$ cat src/sv/jtdbe_pkg.sv
package jtdbe_pkg;

    localparam int IR_BITS = 4;
    localparam logic [31:0] CRC_POLY = 32'hedb88320;
    localparam logic [31:0] ID_CODE_RESET = 32'h87654321;
    localparam logic [3:0] CONFREG_OPCODE_RESET = 4'd7;
    localparam logic [5:0] CONFREG_BITS_RESET = 6'd4;

    localparam logic [IR_BITS-1:0] OP_IDCODE = IR_BITS'(1);
    localparam logic [IR_BITS-1:0] OP_USER = IR_BITS'(4);
    localparam logic [IR_BITS-1:0] OP_BYPASS = {IR_BITS{1'b1}};

    // configuration register indexes
    localparam logic [1:0] REG_ID_CODE = 2'd0;
    localparam logic [1:0] REG_CONFREG_OPCODE = 2'd1;
    localparam logic [1:0] REG_CONFREG_BITS = 2'd2;

    // module 0 commands
    localparam logic [3:0] CMD_WR8 = 4'd1;
    localparam logic [3:0] CMD_WR16 = 4'd2;
    localparam logic [3:0] CMD_WR32 = 4'd3;
    localparam logic [3:0] CMD_RD8 = 4'd5;
    localparam logic [3:0] CMD_RD16 = 4'd6;
    localparam logic [3:0] CMD_RD32 = 4'd7;
    localparam logic [3:0] CMD_CLR_ERR = 4'd9;
    localparam logic [3:0] CMD_SEL_ERR = 4'd13;

    // burst phases
    localparam logic [2:0] PH_IDLE = 3'd0;
    localparam logic [2:0] PH_START = 3'd1;
    localparam logic [2:0] PH_DATA = 3'd2;
    localparam logic [2:0] PH_CRC = 3'd3;
    localparam logic [2:0] PH_DONE = 3'd4;

    typedef enum logic [3:0] {
        S_TLR, S_RTI, S_SELDR, S_CAPDR, S_SHDR, S_EX1DR, S_PAUSEDR, S_EX2DR,
        S_UPDDR, S_SELIR, S_CAPIR, S_SHIR, S_EX1IR, S_PAUSEIR, S_EX2IR, S_UPDIR
    } tap_state_t;

    typedef struct packed {
        logic [31:0] id_code;
        logic [3:0]  confreg_opcode;
        logic [5:0]  confreg_bits;
    } cfg_t;

    typedef struct packed {
        logic        tms;
        logic        tdi;
        logic [31:0] bus_read_data;
        logic        bus_error;
        logic [31:0] soc_status;
    } item_t;

    typedef struct packed {
        logic        tdo;
        logic        bus_request;
        logic        bus_write;
        logic [31:0] bus_address;
        logic [1:0]  bus_size;
        logic [31:0] bus_write_data;
        logic        confreg_strobe;
        logic [31:0] confreg_value;
    } result_t;

    // reflected CRC-32 over the low nbits of data, LSB first
    function automatic logic [31:0] crc_fold(input logic [31:0] crc_in,
                                             input logic [31:0] data,
                                             input logic [5:0] nbits);
        logic [31:0] c;
        logic fb;
        c = crc_in;
        for (int i = 0; i < 32; i++) begin
            if (6'(i) < nbits) begin
                fb = data[i] ^ c[0];
                c = c >> 1;
                if (fb)
                begin
                    c = c ^ CRC_POLY;
                end
            end
        end
        return c;
    endfunction

endpackage

$ cat src/sv/jtdbe_tap.sv
module jtdbe_tap (
    input  logic                  clk,
    input  logic                  rst_n,
    input  logic                  advance,
    input  logic                  tms,
    output jtdbe_pkg::tap_state_t state
);
    import jtdbe_pkg::*;

    tap_state_t state_reg;
    tap_state_t state_next;

    // next TAP state
    always_comb
    begin
        case (state_reg)
            S_TLR:     state_next = tms ? S_TLR : S_RTI;
            S_RTI:     state_next = tms ? S_SELDR : S_RTI;
            S_SELDR:   state_next = tms ? S_SELIR : S_CAPDR;
            S_CAPDR:   state_next = tms ? S_EX1DR : S_SHDR;
            S_SHDR:    state_next = tms ? S_EX1DR : S_SHDR;
            S_EX1DR:   state_next = tms ? S_UPDDR : S_PAUSEDR;
            S_PAUSEDR: state_next = tms ? S_EX2DR : S_PAUSEDR;
            S_EX2DR:   state_next = tms ? S_UPDDR : S_SHDR;
            S_UPDDR:   state_next = tms ? S_SELDR : S_RTI;
            S_SELIR:   state_next = tms ? S_TLR : S_CAPIR;
            S_CAPIR:   state_next = tms ? S_EX1IR : S_SHIR;
            S_SHIR:    state_next = tms ? S_EX1IR : S_SHIR;
            S_EX1IR:   state_next = tms ? S_UPDIR : S_PAUSEIR;
            S_PAUSEIR: state_next = tms ? S_EX2IR : S_PAUSEIR;
            S_EX2IR:   state_next = tms ? S_UPDIR : S_SHIR;
            S_UPDIR:   state_next = tms ? S_SELDR : S_RTI;
            default:   state_next = S_TLR;
        endcase
    end

    // hold state unless an item advances
    always_ff @(posedge clk or negedge rst_n)
    begin
        if (!rst_n)
        begin
            state_reg <= S_TLR;
        end
        else if (advance)
        begin
            state_reg <= state_next;
        end
    end

    // expose current state
    always_comb
    begin
        state = state_reg;
    end

endmodule

$ cat src/sv/jtdbe_core.sv
module jtdbe_core (
    input  logic                  clk,
    input  logic                  rst_n,
    input  logic                  advance,
    input  jtdbe_pkg::tap_state_t state,
    input  jtdbe_pkg::item_t      item,
    input  jtdbe_pkg::cfg_t       cfg,
    output jtdbe_pkg::result_t    result
);
    import jtdbe_pkg::*;

    logic [IR_BITS-1:0] instr_reg, instr_next;
    logic [IR_BITS-1:0] ir_shift_reg, ir_shift_next;
    logic [4:0]  module_sel_reg, module_sel_next;
    logic [63:0] cmd_shift_reg, cmd_shift_next;
    logic [31:0] gen_shift_reg, gen_shift_next;
    logic [31:0] id_shift_reg, id_shift_next;
    logic [31:0] cr_in_reg, cr_in_next;
    logic [31:0] cr_out_reg, cr_out_next;
    logic [2:0]  phase_reg, phase_next;
    logic        is_read_reg, is_read_next;
    logic [31:0] addr_reg, addr_next;
    logic [15:0] words_reg, words_next;
    logic [5:0]  bits_reg, bits_next;
    logic [2:0]  bytes_reg, bytes_next;
    logic [31:0] word_reg, word_next;
    logic [31:0] crc_reg, crc_next;
    logic [31:0] err_reg, err_next;

    logic        instr_is_cr;
    logic [5:0]  cr_len;
    logic [5:0]  nb;
    logic [31:0] rd_mask;
    logic [3:0]  op;
    logic [63:0] cmd;
    result_t     res;

    assign instr_is_cr = (8'(instr_reg) == 8'(cfg.confreg_opcode));
    assign nb = {bytes_reg, 3'b000};
    assign rd_mask = (nb >= 6'd32) ? 32'hffffffff : ((32'd1 << nb[4:0]) - 32'd1);

    // one TCK step of all data registers and the burst engine
    always_comb
    begin
        instr_next = instr_reg;
        ir_shift_next = ir_shift_reg;
        module_sel_next = module_sel_reg;
        cmd_shift_next = cmd_shift_reg;
        gen_shift_next = gen_shift_reg;
        id_shift_next = id_shift_reg;
        cr_in_next = cr_in_reg;
        cr_out_next = cr_out_reg;
        phase_next = phase_reg;
        is_read_next = is_read_reg;
        addr_next = addr_reg;
        words_next = words_reg;
        bits_next = bits_reg;
        bytes_next = bytes_reg;
        word_next = word_reg;
        crc_next = crc_reg;
        err_next = err_reg;
        res = '0;
        cmd = cmd_shift_reg;
        op = cmd_shift_reg[62:59];
        cr_len = cfg.confreg_bits;
        if (cr_len < 6'd1)
        begin
            cr_len = 6'd1;
        end
        if (cr_len > 6'd32)
        begin
            cr_len = 6'd32;
        end

        case (state)
            S_TLR:
            begin
                phase_next = PH_IDLE;
                err_next = '0;
                instr_next = OP_IDCODE;
            end
            S_CAPDR:
            begin
                if (module_sel_reg == 5'd0)
                begin
                    if (instr_is_cr)
                    begin
                        cr_out_next = item.soc_status;
                    end
                    else if (instr_reg == OP_IDCODE)
                    begin
                        id_shift_next = cfg.id_code;
                    end
                end
            end
            S_SHDR:
            begin
                if (instr_is_cr)
                begin
                    cr_in_next = cr_in_reg >> 1;
                    cr_in_next[5'(cr_len - 6'd1)] = cr_in_next[5'(cr_len - 6'd1)] | item.tdi;
                    res.tdo = cr_out_reg[0];
                    cr_out_next = cr_out_reg >> 1;
                end
                else if (instr_reg == OP_IDCODE)
                begin
                    res.tdo = id_shift_reg[0];
                    id_shift_next = {item.tdi, id_shift_reg[31:1]};
                end
                else if (instr_reg == OP_USER)
                begin
                    if (phase_reg == PH_IDLE)
                    begin
                        res.tdo = cmd_shift_reg[0];
                        cmd_shift_next = {item.tdi, cmd_shift_reg[63:1]};
                    end
                    else if (is_read_reg)
                    begin
                        // read burst: stream words then CRC
                        case (phase_reg)
                            PH_START:
                            begin
                                res.tdo = 1'b1;
                                phase_next = PH_DATA;
                                crc_next = 32'hffffffff;
                            end
                            PH_DATA:
                            begin
                                if (bits_reg == 6'd0)
                                begin
                                    if (module_sel_reg == 5'd0)
                                    begin
                                        res.bus_request = 1'b1;
                                        res.bus_address = addr_reg;
                                        res.bus_size = (bytes_reg == 3'd1) ? 2'd0 :
                                                       ((bytes_reg == 3'd2) ? 2'd1 : 2'd2);
                                        if (item.bus_error)
                                        begin
                                            err_next = {addr_reg[30:0], 1'b1};
                                            word_next = '0;
                                        end
                                        else
                                        begin
                                            word_next = item.bus_read_data & rd_mask;
                                        end
                                    end
                                    crc_next = crc_fold(crc_reg, word_next, nb);
                                    bits_next = nb;
                                end
                                res.tdo = word_next[0];
                                word_next = word_next >> 1;
                                bits_next = bits_next - 6'd1;
                                if (bits_next == 6'd0)
                                begin
                                    addr_next = addr_reg + 32'(bytes_reg);
                                    words_next = words_reg - 16'd1;
                                    if (words_next == 16'd0)
                                    begin
                                        phase_next = PH_CRC;
                                        bits_next = 6'd32;
                                        word_next = crc_next;
                                    end
                                end
                            end
                            PH_CRC:
                            begin
                                res.tdo = word_reg[0];
                                word_next = word_reg >> 1;
                                bits_next = bits_reg - 6'd1;
                                if (bits_next == 6'd0)
                                begin
                                    phase_next = PH_DONE;
                                end
                            end
                            PH_DONE:
                            begin
                                phase_next = PH_IDLE;
                            end
                            default:
                            begin
                                phase_next = phase_reg;
                            end
                        endcase
                    end
                    else
                    begin
                        // write burst: collect words, then CRC, then match bit
                        case (phase_reg)
                            PH_START:
                            begin
                                if (item.tdi)
                                begin
                                    phase_next = PH_DATA;
                                    crc_next = 32'hffffffff;
                                end
                            end
                            PH_DATA:
                            begin
                                if (bits_reg == 6'd0)
                                begin
                                    bits_next = nb;
                                end
                                word_next = word_reg >> 1;
                                if (nb > 6'd0 && nb <= 6'd32)
                                begin
                                    word_next[5'(nb - 6'd1)] = word_next[5'(nb - 6'd1)] | item.tdi;
                                end
                                bits_next = bits_next - 6'd1;
                                if (bits_next == 6'd0)
                                begin
                                    if (module_sel_reg == 5'd0)
                                    begin
                                        res.bus_request = 1'b1;
                                        res.bus_write = 1'b1;
                                        res.bus_address = addr_reg;
                                        res.bus_size = (bytes_reg == 3'd1) ? 2'd0 :
                                                       ((bytes_reg == 3'd2) ? 2'd1 : 2'd2);
                                        res.bus_write_data = word_next;
                                        if (item.bus_error)
                                        begin
                                            err_next = {addr_reg[30:0], 1'b1};
                                        end
                                    end
                                    crc_next = crc_fold(crc_reg, word_next, nb);
                                    addr_next = addr_reg + 32'(bytes_reg);
                                    words_next = words_reg - 16'd1;
                                    if (words_next == 16'd0)
                                    begin
                                        phase_next = PH_CRC;
                                        bits_next = 6'd32;
                                    end
                                end
                            end
                            PH_CRC:
                            begin
                                word_next = {item.tdi, word_reg[31:1]};
                                bits_next = bits_reg - 6'd1;
                                if (bits_next == 6'd0)
                                begin
                                    phase_next = PH_DONE;
                                end
                            end
                            PH_DONE:
                            begin
                                res.tdo = (crc_reg == word_reg);
                                phase_next = PH_IDLE;
                            end
                            default:
                            begin
                                phase_next = phase_reg;
                            end
                        endcase
                    end
                end
                else if (instr_reg == OP_BYPASS)
                begin
                    res.tdo = gen_shift_reg[0];
                    gen_shift_next = (gen_shift_reg >> 1) | 32'(item.tdi);
                end
                else
                begin
                    res.tdo = gen_shift_reg[0];
                    gen_shift_next = {item.tdi, gen_shift_reg[31:1]};
                end
            end
            S_UPDDR:
            begin
                if (instr_is_cr)
                begin
                    cr_out_next = item.soc_status;
                    res.confreg_strobe = 1'b1;
                    res.confreg_value = cr_in_reg;
                end
                else if (instr_reg == OP_USER)
                begin
                    cmd_shift_next = '0;
                    if (cmd[63])
                    begin
                        module_sel_next = cmd[62:58];
                    end
                    else if (module_sel_reg == 5'd1)
                    begin
                        if (op == CMD_WR32 || op == CMD_RD32)
                        begin
                            phase_next = PH_START;
                            is_read_next = (op == CMD_RD32);
                            bytes_next = 3'd4;
                            addr_next = cmd[54:23];
                            words_next = cmd[22:7];
                            bits_next = '0;
                        end
                        else if (op == CMD_CLR_ERR)
                        begin
                            err_next = '0;
                        end
                    end
                    else if (module_sel_reg == 5'd0)
                    begin
                        case (op)
                            CMD_WR8, CMD_WR16, CMD_WR32, CMD_RD8, CMD_RD16, CMD_RD32:
                            begin
                                phase_next = PH_START;
                                is_read_next = op[2];
                                bytes_next = (op[1:0] == 2'd1) ? 3'd1 :
                                             ((op[1:0] == 2'd2) ? 3'd2 : 3'd4);
                                word_next = '0;
                                addr_next = cmd[58:27];
                                words_next = cmd[26:11];
                                bits_next = '0;
                            end
                            CMD_CLR_ERR:
                            begin
                                err_next = '0;
                            end
                            CMD_SEL_ERR:
                            begin
                                cmd_shift_next = {32'd0, err_reg};
                            end
                            default:
                            begin
                                cmd_shift_next = '0;
                            end
                        endcase
                    end
                end
            end
            S_SHIR:
            begin
                res.tdo = ir_shift_reg[0];
                ir_shift_next = {item.tdi, ir_shift_reg[IR_BITS-1:1]};
            end
            S_UPDIR:
            begin
                instr_next = ir_shift_reg;
            end
            default:
            begin
                instr_next = instr_reg;
            end
        endcase
    end

    // advance state on each item
    always_ff @(posedge clk or negedge rst_n)
    begin
        if (!rst_n)
        begin
            instr_reg <= OP_IDCODE;
            ir_shift_reg <= '0;
            module_sel_reg <= '0;
            cmd_shift_reg <= '0;
            gen_shift_reg <= '0;
            id_shift_reg <= '0;
            cr_in_reg <= '0;
            cr_out_reg <= '0;
            phase_reg <= PH_IDLE;
            is_read_reg <= 1'b0;
            addr_reg <= '0;
            words_reg <= '0;
            bits_reg <= '0;
            bytes_reg <= '0;
            word_reg <= '0;
            crc_reg <= 32'hffffffff;
            err_reg <= '0;
        end
        else if (advance)
        begin
            instr_reg <= instr_next;
            ir_shift_reg <= ir_shift_next;
            module_sel_reg <= module_sel_next;
            cmd_shift_reg <= cmd_shift_next;
            gen_shift_reg <= gen_shift_next;
            id_shift_reg <= id_shift_next;
            cr_in_reg <= cr_in_next;
            cr_out_reg <= cr_out_next;
            phase_reg <= phase_next;
            is_read_reg <= is_read_next;
            addr_reg <= addr_next;
            words_reg <= words_next;
            bits_reg <= bits_next;
            bytes_reg <= bytes_next;
            word_reg <= word_next;
            crc_reg <= crc_next;
            err_reg <= err_next;
        end
    end

    assign result = res;

endmodule

$ cat src/sv/jtag_tap_debug_burst_engine.sv
// channel | direction | handshake         | payload
// in      | input     | in_valid/in_stall | tms, tdi, bus_read_data, bus_error, soc_status
// out     | output    | out_valid/out_stall | tdo, bus_*, confreg_strobe, confreg_value
// cfg     | input     | cfg_write         | cfg_index, cfg_data
//
// One item per clock while out is not stalled; an accepted item passes through
// the input register, then the TAP/burst step into the result register.
// The CRC fold is a combinational XOR network, so throughput is one item a cycle unless out stalls.
// rst_n clears the TAP to Test-Logic-Reset and all chains and burst state.
// A stall on out holds the result register and backs up into in_stall.
module jtag_tap_debug_burst_engine (
    input  logic        clk,
    input  logic        rst_n,
    input  logic        in_valid,
    output logic        in_stall,
    input  logic        tms,
    input  logic        tdi,
    input  logic [31:0] bus_read_data,
    input  logic        bus_error,
    input  logic [31:0] soc_status,
    output logic        out_valid,
    input  logic        out_stall,
    output logic        tdo,
    output logic        bus_request,
    output logic        bus_write,
    output logic [31:0] bus_address,
    output logic [1:0]  bus_size,
    output logic [31:0] bus_write_data,
    output logic        confreg_strobe,
    output logic [31:0] confreg_value,
    input  logic        cfg_write,
    input  logic [1:0]  cfg_index,
    input  logic [31:0] cfg_data
);
    import jtdbe_pkg::*;

    cfg_t       cfg_reg;
    item_t      item_reg;
    logic       item_valid_reg;
    result_t    res_reg;
    result_t    res_comb;
    logic       out_valid_reg;
    logic       fire;
    tap_state_t state;

    // step the item held in the input register when the result slot frees
    assign fire = item_valid_reg && !(out_valid_reg && out_stall);
    assign in_stall = item_valid_reg && !fire;

    // configuration registers
    always_ff @(posedge clk or negedge rst_n)
    begin
        if (!rst_n)
        begin
            cfg_reg.id_code <= ID_CODE_RESET;
            cfg_reg.confreg_opcode <= CONFREG_OPCODE_RESET;
            cfg_reg.confreg_bits <= CONFREG_BITS_RESET;
        end
        else if (cfg_write)
        begin
            case (cfg_index)
                REG_ID_CODE:        cfg_reg.id_code <= cfg_data;
                REG_CONFREG_OPCODE: cfg_reg.confreg_opcode <= cfg_data[3:0];
                REG_CONFREG_BITS:   cfg_reg.confreg_bits <= cfg_data[5:0];
                default:            cfg_reg <= cfg_reg;
            endcase
        end
    end

    // input register
    always_ff @(posedge clk or negedge rst_n)
    begin
        if (!rst_n)
        begin
            item_valid_reg <= 1'b0;
        end
        else if (!in_stall)
        begin
            item_valid_reg <= in_valid;
        end
    end

    always_ff @(posedge clk)
    begin
        if (in_valid && !in_stall)
        begin
            item_reg <= '{tms: tms, tdi: tdi, bus_read_data: bus_read_data,
                          bus_error: bus_error, soc_status: soc_status};
        end
    end

    jtdbe_tap u_tap (
        .clk     (clk),
        .rst_n   (rst_n),
        .advance (fire),
        .tms     (item_reg.tms),
        .state   (state)
    );

    jtdbe_core u_core (
        .clk     (clk),
        .rst_n   (rst_n),
        .advance (fire),
        .state   (state),
        .item    (item_reg),
        .cfg     (cfg_reg),
        .result  (res_comb)
    );

    // result register
    always_ff @(posedge clk or negedge rst_n)
    begin
        if (!rst_n)
        begin
            out_valid_reg <= 1'b0;
        end
        else if (fire)
        begin
            out_valid_reg <= 1'b1;
        end
        else if (!out_stall)
        begin
            out_valid_reg <= 1'b0;
        end
    end

    always_ff @(posedge clk)
    begin
        if (fire)
        begin
            res_reg <= res_comb;
        end
    end

    assign out_valid = out_valid_reg;
    assign tdo = res_reg.tdo;
    assign bus_request = res_reg.bus_request;
    assign bus_write = res_reg.bus_write;
    assign bus_address = res_reg.bus_address;
    assign bus_size = res_reg.bus_size;
    assign bus_write_data = res_reg.bus_write_data;
    assign confreg_strobe = res_reg.confreg_strobe;
    assign confreg_value = res_reg.confreg_value;

    // a bus access and a confreg push never share one step
    a_excl: assert property (@(posedge clk) disable iff (!rst_n)
        out_valid_reg |-> !(res_reg.bus_request && res_reg.confreg_strobe))
        else $error("bus access and confreg strobe together");

    // idle bus write and address fields are zero
    a_idle_bus: assert property (@(posedge clk) disable iff (!rst_n)
        (out_valid_reg && !res_reg.bus_request) |-> (res_reg.bus_write == 1'b0 &&
        res_reg.bus_address == 32'd0))
        else $error("bus fields set without request");

    // backpressure only with a held result
    a_stall: assert property (@(posedge clk) disable iff (!rst_n)
        in_stall |-> (out_valid_reg && out_stall))
        else $error("input stalled without output stall");

    // a stepped item always lands in the result register
    a_land: assert property (@(posedge clk) disable iff (!rst_n)
        fire |=> out_valid_reg)
        else $error("result lost");

endmodule

$ cat config.mk
export PLATFORM = sky130hd
export DESIGN_NAME = jtag_tap_debug_burst_engine
export DESIGN_NICKNAME = d
export VERILOG_FILES = /design/src/sv/jtdbe_pkg.sv /design/src/sv/jtdbe_tap.sv /design/src/sv/jtdbe_core.sv /design/src/sv/jtag_tap_debug_burst_engine.sv
export SDC_FILE = /design/constraint.sdc
export NUM_CORES = 2
export LEC_CHECK = 0
export BUFFER_PORTS_ARGS = -buffer_cell sky130_fd_sc_hd__buf_2
export CORE_MARGIN = 1.5
export CORE_UTILIZATION = 49
export DETAILED_ROUTE_END_ITERATION = 16
export PLACE_DENSITY = 0.77
export SYNTH_ARGS = -nofsm -noshare
export SYNTH_HDL_FRONTEND = slang
export SYNTH_SLANG_ARGS = --single-unit
$ cat constraint.sdc
create_clock -name clk -period 10.02 [get_ports clk]
set_input_delay 0.501 -clock clk [delete_from_list [all_inputs] [get_ports clk]]
set_output_delay 0.501 -clock clk [all_outputs]
set_load 0.02 [all_outputs]
==> results by group <==
Run status
  • Status: finished clean

CTS
  • TritonCTS Sinks: a little under 600
  • Clock Latency Late Sink: ~670 ps
  • CTS clk-pin slew, worst paths: about 70 ps
  • Clock buffer depth: 3
  • Post-CTS sizing: 0
  • Clock root buffer: clkbuf_16
  • Post-CTS Setup Bufs: 0
  • CTS tree: built
  • Total CTS buffers: 56
  • H-tree levels: 2

STA
  • Post-Route Skew: ~35 ps
  • Slew @ Worst Pin: roughly 1200 ps
  • RSZ-0062 raised after global routing: no
  • Setup TNS: 0 ps
  • Final Setup Violations: 0
  • Crit share post-route: about 86%
  • Minimum clock period: between 8000 and 9000 ps
  • Max Slew Vio Count: 0
  • Fmax: around 120 MHz
  • Relative slew slack: 18.8%
  • Final count of hold timing violations: 0

Floorplanning
  • Die Wd: 295 µm
  • Core ar.: 0.0841 mm²
  • Die extent in y: roughly 300 µm
  • Full die area: approximately 0.087 mm²
  • Starting Density: approximately half
  • Site Rows: 106
  • I/O pin total: 210

Min path
  • Worst hold start: bus_read_data[25]
  • Hold/Removal Path Class: input port to flip-flop

Layout
  • Layout area overhead: 10.2%
  • Area of the multi-input gates: between 0.02 and 0.03 mm²
  • Fill count: around 7500
  • Nets: about 4700
  • Max FFs per register: 67
  • Sequential cell area: about 0.015 mm²
  • Share of cells above drive strength 1: about 15%

Setup path
  • Max incr delay on CP: between 700 and 800 ps
  • Crit start category: flip-flop
  • Kind of critical path: flip-flop to flip-flop
  • Most used cell, CP: xnor2_1
  • Worst r2r src: u_core.bytes_reg[1]
  • Crit. End Element: flip-flop
  • Crit path from: u_core.bytes_reg[1]
  • Crit path cell chain: inv_1 > ha_1 > and2b_2 > buf_4 > mux2i_1 > xnor2_1 > xnor3_1 > xnor2_1 > a21oi_1 > xnor2_2 > xnor3_1 > and4_1 > o31ai_1 > nand4_1 > a211o_1 > a31oi_1 > xnor2_1 > buf_4 > mux2_2 > nand4_1 > nor3b_1 > o21ai_0
  • Crit path DAT: between 9000 and 10000 ps
  • CP required: 10530 ps
  • Slowest CP cell: o31ai_1
  • Crit-path max FO: 33

Yosys
  • Syn_nets: 4644
  • YS warnings: 0
  • Count of cell types in the netlist: between 100 and 150
  • Main synth FF type: dfrtp_1
  • Part of the Yosys area used for sequential elements: a little under two fifths
  • Asr flop ratio synth: approximately 70%
  • Syn Std Cell Area: 0.0418 mm²
  • Number of synthesized flops with an enable pin: around 170
  • Post-synthesis area per instance: roughly 9.3 µm²
  • Synth Instances: between 4000 and 5000
  • Number of synthesized register bits: roughly 580

Place
  • Port Buf Inserts: 209
  • HPWL after DPL: around 110 mm
  • Gpl congestion: 1.06

Global routing
  • Initial antenna violation count: 10
  • Grt total ovfl: 0
  • GRT Overall Usage: about a third
  • Global-route wire length before repair: 226 mm
  • Vias in the first global route: between 30000 and 40000
  • Pin count of the biggest net entering global routing: between 150 and 200

Drt
  • Post-DRT Antenna Nets: 0
  • DRT Pass-1 Iters: 10
  • Drt initial violations: around 5000
  • Vias/cell: 6.42
  • Via count: between 30000 and 40000
  • Routed len/inst: between 20 and 30 µm
  • Drc violations: 0
  • Final WL: around 150 mm

Job
  • Max-cap violations: 0
[what timing repair did]
action | 4_1_cts | 5_1_grt
endpoints found under the setup margin | 0 | 0
hold buffers | 25 | 0
hold endpoints to repair | 125 | 0
[cell usage in the layout (no fill, tap or decap), types with 26 or more instances in the layout]
master,n
dfrtp_1,359
xnor3_1,91
a22o_1,51
a211oi_1,55
xnor2_1,334
clkbuf_16,57
inv_1,43
o21a_1,28
o211ai_1,37
a21oi_1,275
edfxtp_1,169
mux2i_1,182
a22oi_1,58
and3_1,31
nor3_1,78
mux2_2,95
nor2_1,268
nand3_1,98
nor2b_1,45
buf_4,83
nand2_1,599
a31oi_1,31
and2_1,95
xor2_1,135
o21ai_0,417
buf_2,208
dfstp_2,50
nand4_1,29
nor4_1,28
nand2b_1,26
[final timing paths]
kind / to / slack, ps / cells past startpoint
max in group asynchronous: u_core.bytes_reg[2] / 7070 / 4
max reg2reg: u_core.word_reg[20] / 1440 / 22
min in group asynchronous: cfg_reg[20] / 500 / 2
max: u_core.word_reg[20] / 1440 / 22
min: item_reg[58] / 20 / 1
min reg2reg: u_core.cr_in_reg[0] / 470 / 2
[cell type report]
| class | instances | share of cell area, % |
|---|---|---|
| well taps | 1134 | 3.08 |
| repair buffers | 318 | 4.23 |
| diodes | 6 | 0.0326 |
| inverters | 46 | 0.380 |
| clock buffers | 65 | 3.23 |
| flip-flops and latches | 579 | 33.4 |
| multi-input cells | 3557 | 54.4 |
| clock inverters | 41 | 1.20 |
[routing by layer]
layer | global-route usage, % | vias up | part of all wire (%)
met5 | 0 | - | 0.036
met4 | 15.4 | 10 | 5.0
met3 | 10.5 | 450 | 12
met2 | 50.6 | 2286 | 42
met1 | 47.7 | 17900 | 41
li1 | - | 16200 | -
[critical path, delay by kind of cell (launching register included)]
family / cells / cell delay [ps]
simple gates: 5 / 1910
mux: 2 / 910
fa+ha+maj: 1 / 530
compound gates: 5 / 1940
buf+inv: 3 / 800
xor+xnor: 6 / 1990
flops: 1 / 380
[cells by family (layout without fill, tap and decap cells)]
| kind of cell | count (synthesis) | in the layout | share of synthesized area, % |
|---|---|---|---|
| and+or+nand+nor | 1435 | 1435 | 16.1 |
| AOI/OAI and AO/OA | 1201 | 1201 | 18.2 |
| xor gates and xnor gates | 603 | 603 | 16.9 |
| DFF | 579 | 579 | 36.8 |
| buffers and inverters | 376 | 470 | 3.57 |
| muxes | 292 | 292 | 7.62 |
| adders and majority gates | 26 | 26 | 0.796 |
| other | 0 | 6 | 0 |
[cell usage after synthesis (13+ instances only)]
library cell    n  share of area (%)
nand2_1       602                5.4
o21ai_0       417                5.0
dfrtp_1       360                 22
xnor2_1       334                7.0
a21oi_1       277                3.3
nor2_1        275                2.5
clkbuf_1      267                2.4
mux2i_1       182                4.4
edfxtp_1      169                 12
xor2_1        135                2.8
nand3_1       100                1.2
and2_1         96                1.4
mux2_2         95                2.6
xnor3_1        91                4.9
nor3_1         81               0.97
a22oi_1        58                1.0
a211oi_1       55               0.99
a22o_1         51                1.1
dfstp_2        50                3.1
nor2b_1        45               0.67
inv_1          43               0.39
o211ai_1       37               0.66
buf_1          33               0.30
and3_1         32               0.48
a31oi_1        31               0.46
nand4_1        29               0.43
nor4_1         28               0.42
o21a_1         28               0.50
nand2b_1       27               0.40
or3_1          26               0.39
ha_1           25               0.75
a21o_1         21               0.38
o31ai_1        19               0.34
buf_2          18               0.22
o21ai_1        18               0.22
o22ai_1        17               0.25
or2_2          16               0.24
o2111ai_1      15               0.31
o211a_1        15               0.36
nor3b_1        14               0.25
xnor2_2        14               0.54
a21boi_0       13               0.23
[metrics by stage]
| step | hold WS, ps | utilization [%] | cells | worst slack (ps) | cell area [µm²] |
|---|---|---|---|---|---|
| after global routing | 7.47 | 54.8 | 5744 | 1000 | 46100 |
| after detailed placement | 463 | 52.0 | 5609 | 1580 | 43800 |
| after global placement | 456 | 52.0 | 5609 | 1670 | 43800 |
| after CTS | 1.87 | 54.8 | 5740 | 1560 | 46100 |
| final | 23.2 | 54.8 | 5746 | 1440 | 46100 |
| after floorplan | 205 | - | 4512 | 2690 | 41800 |
Power is left out: the tool's default activity adds up to more than one toggle a clock period on the data nets, which glitch-free logic cannot reach.
